==> config.mk <==
export PLATFORM = sky130hd
export DESIGN_NAME = ipv6_pseudo_header_checksum
export DESIGN_NICKNAME = d
export VERILOG_FILES = /design/src/rtl/ipc_pkg.sv /design/src/rtl/ipc_lane.sv /design/src/rtl/ipc_merge.sv /design/src/rtl/ipv6_pseudo_header_checksum.sv
export SDC_FILE = /design/constraint.sdc
export NUM_CORES = 1
export LEC_CHECK = 0
export BUFFER_PORTS_ARGS = -buffer_cell sky130_fd_sc_hd__buf_2
export CAP_MARGIN = 20
export CORE_MARGIN = 2
export CORE_UTILIZATION = 55
export CTS_BUF_LIST = sky130_fd_sc_hd__clkbuf_16
export DETAILED_ROUTE_END_ITERATION = 10
export PLACE_DENSITY_LB_ADDON = 0.2
export SYNTH_ARGS = -nofsm -noshare
export SYNTH_HDL_FRONTEND = slang
export SYNTH_SLANG_ARGS = --single-unit
==> constraint.sdc <==
create_clock -name i_clk -period 9.9 [get_ports i_clk]
set_input_delay 1.98 -clock i_clk [delete_from_list [all_inputs] [get_ports i_clk]]
set_output_delay 1.98 -clock i_clk [all_outputs]
set_load 0.05 [all_outputs]
==> src/rtl/ipc_pkg.sv <==
`default_nettype none
package ipc_pkg;

    // Input beat layout (tdata), lowest bit first
    localparam int WORD_W  = 32;
    localparam int VB_W    = 3;
    localparam int PLEN_W  = 16;
    localparam int NH_W    = 8;
    localparam int CSUM_W  = 16;

    localparam int WORD_LSB = 0;
    localparam int VB_LSB   = WORD_LSB + WORD_W;
    localparam int PLEN_LSB = VB_LSB + VB_W;
    localparam int NH_LSB   = PLEN_LSB + PLEN_W;
    localparam int EXP_LSB  = NH_LSB + NH_W;
    localparam int IN_BITS  = EXP_LSB + CSUM_W;
    localparam int IN_DATA_W = ((IN_BITS + 7) / 8) * 8;

    // Output beat layout (tdata): checksum, then match flag
    localparam int OUT_BITS   = CSUM_W + 1;
    localparam int OUT_DATA_W = ((OUT_BITS + 7) / 8) * 8;

    // tuser codes for the word kind
    localparam logic FUNC_ADDR    = 1'b0;
    localparam logic FUNC_PAYLOAD = 1'b1;

    localparam logic [CSUM_W-1:0] CSUM_ZERO = 16'h0000;
    localparam logic [CSUM_W-1:0] CSUM_ONES = 16'hFFFF;

    // Per-beat control carried alongside the lane sums
    typedef struct packed {
        logic              last;
        logic [CSUM_W-1:0] expected;
    } t_s1_ctrl;

    // Ones' complement add with end-around carry, result folded to 16 bits
    function automatic logic [CSUM_W-1:0] oc_add16(input logic [CSUM_W-1:0] a,
                                                   input logic [CSUM_W-1:0] b);
        logic [CSUM_W:0] s;
        s = {1'b0, a} + {1'b0, b};
        return s[CSUM_W-1:0] + {{(CSUM_W-1){1'b0}}, s[CSUM_W]};
    endfunction

    // Byte enables for a word, MSB byte first; address words use all bytes
    function automatic logic [3:0] byte_en(input logic func,
                                           input logic [VB_W-1:0] vb);
        logic [3:0] be;
        be = 4'b1111;
        if (func == FUNC_PAYLOAD) begin
            case (vb)
                3'd0:    be = 4'b0000;
                3'd1:    be = 4'b1000;
                3'd2:    be = 4'b1100;
                3'd3:    be = 4'b1110;
                default: be = 4'b1111;
            endcase
        end
        return be;
    endfunction

endpackage
`default_nettype wire

==> src/rtl/ipc_lane.sv <==
`default_nettype none
// One checksum lane: masks a 32-bit operand by bytes and folds its two
// 16-bit halves into a ones' complement partial sum.
module ipc_lane (
    input  wire logic [ipc_pkg::WORD_W-1:0] i_operand,
    input  wire logic [3:0]                 i_byte_en,
    output logic [ipc_pkg::CSUM_W-1:0]      o_sum
);
    import ipc_pkg::*;

    logic [WORD_W-1:0] masked;

    // byte masking, bit 3 of the enable covers the top byte
    always_comb begin
        for (int i = 0; i < 4; i++) begin
            masked[i*8 +: 8] = i_operand[i*8 +: 8] & {8{i_byte_en[i]}};
        end
    end

    assign o_sum = oc_add16(masked[WORD_W-1:CSUM_W], masked[CSUM_W-1:0]);

endmodule
`default_nettype wire

==> src/rtl/ipc_merge.sv <==
`default_nettype none
// Merge stage: folds the word lane into the running sum, and on the last
// beat adds the trailer lane, complements and drives the result register.
module ipc_merge (
    input  wire logic                        i_clk,
    input  wire logic                        i_rst_n,
    input  wire logic                        i_s1_valid,
    input  wire ipc_pkg::t_s1_ctrl           i_s1_ctrl,
    input  wire logic [ipc_pkg::CSUM_W-1:0]  i_word_sum,
    input  wire logic [ipc_pkg::CSUM_W-1:0]  i_trail_sum,
    output logic                             o_s1_consume,
    output logic                             o_valid,
    input  wire logic                        i_ready,
    output logic [ipc_pkg::CSUM_W-1:0]       o_checksum,
    output logic                             o_match
);
    import ipc_pkg::*;

    logic [CSUM_W-1:0] r_acc, n_acc;
    logic              r_valid, n_valid;
    logic [CSUM_W-1:0] r_csum, n_csum;
    logic              r_match, n_match;

    logic [CSUM_W-1:0] acc_sum;
    logic [CSUM_W-1:0] fin_sum;
    logic [CSUM_W-1:0] res;
    logic              load_out;

    // non-last beats never need the output slot
    assign o_s1_consume = i_s1_valid && (!i_s1_ctrl.last || !r_valid || i_ready);
    assign load_out     = o_s1_consume && i_s1_ctrl.last;

    // accumulate and finish
    always_comb begin
        acc_sum = oc_add16(r_acc, i_word_sum);
        fin_sum = oc_add16(acc_sum, i_trail_sum);
        res     = ~fin_sum;
        if (res == CSUM_ZERO) begin
            res = CSUM_ONES;
        end else if (res == CSUM_ONES) begin
            res = CSUM_ZERO;
        end
    end

    // next values
    always_comb begin
        n_acc   = r_acc;
        n_valid = r_valid && !i_ready;
        n_csum  = r_csum;
        n_match = r_match;
        if (o_s1_consume) begin
            n_acc = i_s1_ctrl.last ? CSUM_ZERO : acc_sum;
        end
        if (load_out) begin
            n_valid = 1'b1;
            n_csum  = res;
            n_match = (res == i_s1_ctrl.expected);
        end
    end

    always_ff @(posedge i_clk) begin
        if (!i_rst_n) begin
            r_acc   <= CSUM_ZERO;
            r_valid <= 1'b0;
        end else begin
            r_acc   <= n_acc;
            r_valid <= n_valid;
        end
    end

    // payload of the result register
    always_ff @(posedge i_clk) begin
        r_csum  <= n_csum;
        r_match <= n_match;
    end

    assign o_valid    = r_valid;
    assign o_checksum = r_csum;
    assign o_match    = r_match;

endmodule
`default_nettype wire

==> src/rtl/ipv6_pseudo_header_checksum.sv <==
`default_nettype none
// IPv6 upper-layer checksum over the pseudo-header and payload.
// Slave stream: one beat per 32-bit word. tuser selects address word (0) or
// payload word (1); tlast closes the packet. Payload length, next header and
// the expected checksum are taken from the tlast beat.
// Master stream: one beat per packet, carrying the final checksum (with the
// 0x0000/0xFFFF swap) and a flag that it equals the expected value.
// Throughput: one word per cycle unless a tlast beat waits for the result
// slot; two lanes fold the word halves and the length/next-header trailer
// in parallel, and a merge stage closes the 16-bit end-around-carry loop on
// the running sum. The tlast beat passes the lane register and the merge
// stage into the result register, where the result beat is then valid.
// Reset clears the running sum and empties the pipeline and result register.
// When the receiver stalls, the result waits in its register; non-last words
// keep flowing into the sum, and only a second tlast beat waits for the slot.
module ipv6_pseudo_header_checksum (
    input  wire logic                           i_clk,
    input  wire logic                           i_rst_n,
    input  wire logic                           i_s_axis_tvalid,
    output logic                                o_s_axis_tready,
    // [31:0] word, [34:32] valid_bytes, [50:35] payload_length,
    // [58:51] next_header, [74:59] expected_checksum, rest zero
    input  wire logic [ipc_pkg::IN_DATA_W-1:0]  i_s_axis_tdata,
    // [0] func
    input  wire logic [0:0]                     i_s_axis_tuser,
    input  wire logic                           i_s_axis_tlast,
    output logic                                o_m_axis_tvalid,
    input  wire logic                           i_m_axis_tready,
    // [15:0] checksum, [16] matches_res, rest zero
    output logic [ipc_pkg::OUT_DATA_W-1:0]      o_m_axis_tdata
);
    import ipc_pkg::*;

    logic [WORD_W-1:0] in_word;
    logic [VB_W-1:0]   in_vb;
    logic [WORD_W-1:0] trail_operand;
    logic [3:0]        word_be;
    logic [CSUM_W-1:0] word_sum;
    logic [CSUM_W-1:0] trail_sum;
    logic              accept;
    logic              s1_consume;
    logic [CSUM_W-1:0] out_csum;
    logic              out_match;

    logic              r_s1_valid;
    t_s1_ctrl          r_s1_ctrl;
    logic [CSUM_W-1:0] r_word_sum;
    logic [CSUM_W-1:0] r_trail_sum;

    assign in_word       = i_s_axis_tdata[WORD_LSB +: WORD_W];
    assign in_vb         = i_s_axis_tdata[VB_LSB +: VB_W];
    assign word_be       = byte_en(i_s_axis_tuser[0], in_vb);
    assign trail_operand = {i_s_axis_tdata[PLEN_LSB +: PLEN_W],
                            {(CSUM_W-NH_W){1'b0}}, i_s_axis_tdata[NH_LSB +: NH_W]};

    // word lane and trailer lane
    ipc_lane u_word_lane (
        .i_operand (in_word),
        .i_byte_en (word_be),
        .o_sum     (word_sum)
    );

    ipc_lane u_trail_lane (
        .i_operand (trail_operand),
        .i_byte_en (4'b1111),
        .o_sum     (trail_sum)
    );

    assign o_s_axis_tready = !r_s1_valid || s1_consume;
    assign accept          = i_s_axis_tvalid && o_s_axis_tready;

    // lane register stage
    always_ff @(posedge i_clk) begin
        if (!i_rst_n) begin
            r_s1_valid <= 1'b0;
        end else if (accept) begin
            r_s1_valid <= 1'b1;
        end else if (s1_consume) begin
            r_s1_valid <= 1'b0;
        end
    end

    always_ff @(posedge i_clk) begin
        if (accept) begin
            r_s1_ctrl.last     <= i_s_axis_tlast;
            r_s1_ctrl.expected <= i_s_axis_tdata[EXP_LSB +: CSUM_W];
            r_word_sum         <= word_sum;
            r_trail_sum        <= trail_sum;
        end
    end

    ipc_merge u_merge (
        .i_clk        (i_clk),
        .i_rst_n      (i_rst_n),
        .i_s1_valid   (r_s1_valid),
        .i_s1_ctrl    (r_s1_ctrl),
        .i_word_sum   (r_word_sum),
        .i_trail_sum  (r_trail_sum),
        .o_s1_consume (s1_consume),
        .o_valid      (o_m_axis_tvalid),
        .i_ready      (i_m_axis_tready),
        .o_checksum   (out_csum),
        .o_match      (out_match)
    );

    assign o_m_axis_tdata = {{(OUT_DATA_W-OUT_BITS){1'b0}}, out_match, out_csum};

endmodule
`default_nettype wire

## Word-level counts from Yosys, hierarchy flattened

Index checks and enable logic that the tools add are counted.

| storage, ports and cells | value |
|---|---|
| logic and storage cells | 49 |
| bits in read-only memories | 0 |
| bits in latches | 0 |
| memory bits (writable) | 0 |
| output and inout port bits | 26 |
| bits of input ports | 86 |
| memories kept | 0 |
| register bits | 84 |

| cells by class | value |
|---|---|
| eq/ne operators | 5 |
| add/sub/neg operators | 8 |
| shift operators | 0 |
| muxes and demuxes | 8 |
| bitwise gates (word level) | 5 |
| divide/modulo/power cells | 0 |
| reduce and logical (&&, ||, !) cells | 14 |
| multiply operators | 0 |
| magnitude comparators | 0 |

Operators by type and width:

| cell | number |
|---|---|
| 16-bit by 1-bit adder with 16-bit output | 4 |
| 16-bit by 16-bit adder with 17-bit output | 3 |
| 16-bit 2-to-1 mux | 3 |
| 8-bit bitwise AND | 4 |
| 16-bit by 8-bit adder with 17-bit output | 1 |
| 16-bit equality test | 1 |
| 16-bit equality test (second input constant) | 1 |
| 16-bit zero test | 1 |
| 16-bit inverter | 1 |
| 4-bit case mux with 4 select lines | 1 |
| 3-bit by 2-bit equality test with 1-bit output (second input constant) | 2 |
| 1-bit logical AND | 4 |
| 1-bit zero test | 4 |
| 4-bit 2-to-1 mux | 1 |
| 3-bit by 1-bit equality test with 1-bit output (second input constant) | 1 |
| 3-bit zero test | 1 |
| 1-bit logical OR | 3 |
| 1-bit 2-to-1 mux | 3 |
| 2-bit nonzero test | 1 |

## Depth between registers and ports, before layout

| depth | value |
|---|---|
| depth in word-level cells | 9 |
| depth in mapped cells | 47 |
| depth with buffers taken out | 44 |

## Cells and area by module

A second synthesis with hierarchy kept.

| unflattened totals | value |
|---|---|
| cell total of the unflattened synthesis | 927 |
| area, all modules | 8509.4 um^2 |

By module, submodules not included:

| module | instances | seq. area each (um^2) | cells each | area each (um^2) |
|---|---|---|---|---|
| ipc_merge | 1 | 850.8 | 529 | 4371.7 |
| ipv6_pseudo_header_checksum | 1 | 1491.4 | 68 | 1617.8 |
| ipc_lane at u_trail_lane | 1 | 0.0 | 170 | 1280.0 |
| ipc_lane at u_word_lane | 1 | 0.0 | 160 | 1239.9 |

## Worst setup path after synthesis

Ideal clock, no wire load.

| path | value |
|---|---|
| path kind | register to register |
| start | register r_word_sum[0] |
| end | register u_merge.r_match (netlist: u_merge.o_match) (data pin) |
| required time | 9724 ps |
| setup time | 176 ps |
| path buffers | 3 |
| setup slack | 1841 ps |
| arrival time | 7883 ps |
| stages on the path, launching flop included | 47 |
| period minus slack after synthesis | 8059 ps |
| path through | edfxtp_1 -> ha_1 -> inv_1 -> fa_1 -> nor2b_1 -> o21ai_0 -> a21boi_0 -> o21ai_0 -> a21boi_0 -> or2_2 -> a211oi_1 -> o31ai_1 -> a21oi_1 -> o21bai_1 -> ha_1 -> nor2b_1 -> nand2b_1 -> nor2b_1 -> [11 not listed] -> nor2b_1 -> o21ai_0 -> nand2b_1 -> ha_1 -> ha_1 -> and2_1 -> clkbuf_1 -> and4_1 -> or3_1 -> a211oi_1 -> o2111ai_1 -> nor4_2 -> nor2b_1 -> buf_2 -> nand2_1 -> a22oi_1 -> nand4b_1 -> nor4_1 |

| between the ends | value |
|---|---|
| cells in the longest elaborated chain, start to end | 9 |
| elaborated cells on any way between the ends | 10 |
| those cells by class | add/sub (4); eq/ne (2); mux (2); bitwise (1); reduce/logical (1) |

Ends and longest elaborated chain:

| what | RTL line | source |
|---|---|---|
| from (decl) | ipv6_pseudo_header_checksum.sv:47 | `logic [CSUM_W-1:0] r_word_sum;` |
| from (signal assigned) | ipv6_pseudo_header_checksum.sv:87 | `r_word_sum <= word_sum;` |
| 16-bit by 16-bit adder with 17-bit output * | ipc_pkg.sv:40 | `s = {1'b0, a} + {1'b0, b};` |
| 16-bit by 1-bit adder with 16-bit output * | ipc_pkg.sv:41 | `return s[CSUM_W-1:0] + {{(CSUM_W-1){1'b0}}, s[CSUM_W]};` |
| 16-bit by 16-bit adder with 17-bit output * | ipc_pkg.sv:40 |  |
| 16-bit by 1-bit adder with 16-bit output * | ipc_pkg.sv:41 |  |
| 16-bit inverter * | ipc_merge.sv:37 | `res = ~fin_sum;` |
| 16-bit equality test | ipc_merge.sv:40 | `end else if (res == CSUM_ONES) begin` |
| 16-bit 2-to-1 mux | ipc_merge.sv:40 |  |
| 16-bit 2-to-1 mux * | ipc_merge.sv:38 | `if (res == CSUM_ZERO) begin` |
| 16-bit equality test * | ipc_merge.sv:57 | `n_match = (res == i_s1_ctrl.expected);` |
| to (signal assigned) | ipc_merge.sv:74 | `r_match <= n_match;` |
| to (decl) | ipc_merge.sv:22 | `logic r_match, n_match;` |

Every way passes the cells marked *; elsewhere a longest branch is shown, timed or not.
A chain may end at the register's enable or synchronous reset.

## Final worst setup path

Ends and elaborated chain as after synthesis.

==> results.cfg <==
[run_status]
status = finished, final reports clean

[timing]
clock.fmax_mhz = 112
hold_ws_ns = 0.478
setup_viol = 0
finalCritPeriodShare_pct = 90.4
maxSlewHeadroom_pct = 36.4
setup_ws_ns = 0.947
finalHoldViolCount = 0
skew_ns = 0.00592
worst_pin_slew_ns = 0.951
slew_violations = 0
rsz0062_at_grt = false
post-route-min-period_ns = 8.95
setup-tns-final_ns = 0

[global_route]
grt_pass1_wl_mm = 25.8
globalRouteOverflowTotal = 0
antenna_found_initial = 0
grt_use_total_pct = 22.0
grt_max_degree = 35
grt_pass1_vias = 5604

[drt]
firstDrtPassIters = 5
wl_mm = 15.4
wl_per_cell_um = 14.1
first_iter_violations = 399
dr_total_vias = 6104
antenna_left = 0
drt-vias-per-instance = 5.57
drc = 0

[clock_tree]
tritoncts = yes
clk_pin_slew_worst_paths_ns = 0.06
clock_latency_ns = 0.35
cts_sinks = 84
cts_buffer_depth = 2
cts-root-buf = clkbuf_16
htreeDepth = 3
cts_buffers = 9

[cells_and_area]
final_util_pct = 63.6
syn_to_final_growth_pct = 12.9
layout-drive-gt1-share_pct = 17.6
fin_nets = 1069
antennaDiodeCount = 0
instances_no_fill = 1096
final_area_um2 = 8430

[power_and_ir_drop]
power_density_nw_per_um2 = 201
p_leak_nw = 3.49
power_frac_seq_pct = 26.9
p_switching_mw = 0.722
p_int_mw = 0.972
combPwrFrac_pct = 55.0
switching_share_pct = 42.6
clockPowerShare_pct = 18.2
ir_drop_mv = 0.0979
power.total_mw = 1.69

[placement]
place_area_um2 = 8110
dp_cells = 1079
dp_hpwl_mm = 12.3
gp_congestion = 0.855
dp_slack_ns = 0.571
numPortBuffers = 99

[min_path]
hold_path_class = flip-flop to flip-flop
hold_path_startpoint = u_merge.r_acc[0]$_SDFFE_PN0P_

[worst_setup_path]
cpMaxStageDelayCell = ha_2
cp-end-kind = flip-flop
cp.arrival_ns = 9.12
start_kind = flip-flop
r2r_start = r_word_sum[0]$_DFFE_PP_
critPathRequiredTime_ns = 10.07
startpoint = r_word_sum[0]$_DFFE_PP_
max_stage_delay_ns = 0.41
critPathKind = flip-flop to flip-flop
path_max_fanout = 13

[synth]
synth-edff-count = 66
syn_inst = 819
seq_area_frac_synth_pct = 31.4
synth_area_um2 = 7470
ys_types = 77
ys_async_sr_fraction_pct = 0
ys_seq_elements = 84
yosysWarnings = 0
synth_flop_cell = edfxtp_1
syn_avg_cell_area_um2 = 9.12

[floorplanning]
rows = 42
die_area_um2 = 14500
die_y_um = 121
core_um2 = 13200
initial_utilization_pct = 56.4
fp.dieW_um = 121
io_pins = 112

[run]
maxCapViolCount = 0
[metal layers]
metal	wire length, um	global-route usage (%)	vias up
met5	0	0	-
met4	316	7.85	0
met3	600	2.69	22
met2	7080	36.3	148
met1	7430	29.8	2769
li1	-	-	3165
[layout by cell type (no fill, tap or decap), types with 8 or more instances in the layout]
| cell | count |
|---|---|
| nor4_1 | 8 |
| ha_1 | 62 |
| nand3_1 | 33 |
| and2_1 | 23 |
| a21oi_1 | 37 |
| or2_2 | 8 |
| nor2b_1 | 39 |
| and3_1 | 10 |
| clkbuf_16 | 9 |
| xnor2_1 | 66 |
| nand2_1 | 65 |
| a22oi_1 | 15 |
| nor2_1 | 53 |
| nor3_1 | 29 |
| o21ai_0 | 31 |
| a21o_1 | 12 |
| buf_2 | 99 |
| dfxtp_1 | 18 |
| edfxtp_1 | 66 |
| o21bai_1 | 8 |
| nand4_1 | 12 |
| o21a_1 | 8 |
| inv_1 | 35 |
| xor2_1 | 34 |
| or3_1 | 10 |
[registers in the layout (all words and copies together), names as in the netlist]
signal and cells:
r_s1_ctrl 17, r_s1_valid 1, r_trail_sum 16, r_word_sum 16, u_merge.o_checksum 16, u_merge.o_match 1
u_merge.o_valid 1, u_merge.r_acc 16
[layout make-up]
type                            count  area, um2
Clock buffer                        9        225
Clock inverter                      7       40.0
Fill cell                        1189       4810
Inverter                           35        131
Multi-Input combinational cell    679       4920
Sequential cell                    84       2340
Tap cell                          176        220
Timing Repair Buffer              106        548
[worst max-delay path, delay by kind of cell, from the launching register on]
family                     cells  cell delay (ns)
and+or+nand+nor               18             3.16
AOI/OAI and AO/OA             16             2.82
adders and majority gates      6             1.59
buffers and inverters          4             0.56
DFF                            1             0.35
xor gates and xnor gates       1             0.25
[repair_timing]
item / 4_1_cts / 5_1_grt
endpoints found under the setup margin: 0 / 8
hold buffers: 0 / 0
resized for setup: 0 / 10
setup buffers: 0 / 1
[final timing paths]
path,depth (start not counted),end,slack (ns)
min reg2reg,2,u_merge.r_acc[0]$_SDFFE_PN0P_,0.48
min,2,u_merge.r_acc[0]$_SDFFE_PN0P_,0.48
max reg2reg,45,u_merge.o_match$_DFFE_PP_,0.95
max,45,u_merge.o_match$_DFFE_PP_,0.95
[power groups by stage]
stage / combinational, mW / sequential (mW) / clock (mW)
final: 0.931 / 0.455 / 0.308
after CTS: 0.915 / 0.455 / 0.313
after floorplan: 0.712 / 0.488 / 0
after global placement: 0.894 / 0.462 / 0
after global routing: 1.04 / 0.458 / 0.327
after detailed placement: 0.910 / 0.462 / 0
[kinds of logic after synthesis]
family / count (synthesis) / synth area share, %
AO/OA/AOI/OAI: 170 / 16.0
XOR/XNOR: 105 / 12.8
adder cells (fa/ha/maj): 68 / 11.8
buffers and inverters: 62 / 3.80
flip-flops: 84 / 31.4
multiplexers: 2 / 0.268
other: 1 / 0.0502
AND/OR/NAND/NOR: 327 / 23.9
[cell usage after synthesis, types with 9 or more instances]
cell	n	area (um2)
a21o_1	12	90.1
a21oi_1	37	185
a22oi_1	15	113
and2_1	23	144
and3_1	10	62.6
buf_4	9	67.6
dfxtp_1	18	360
edfxtp_1	66	1980
ha_1	64	801
inv_1	35	131
nand2_1	65	244
nand3_1	33	165
nand4_1	12	75.1
nor2_1	53	199
nor2b_1	39	244
nor3_1	30	150
o21ai_0	31	155
o21bai_1	9	67.6
or3_1	10	62.6
xnor2_1	69	604
xor2_1	34	298
Power figures use the tool's default switching activity.
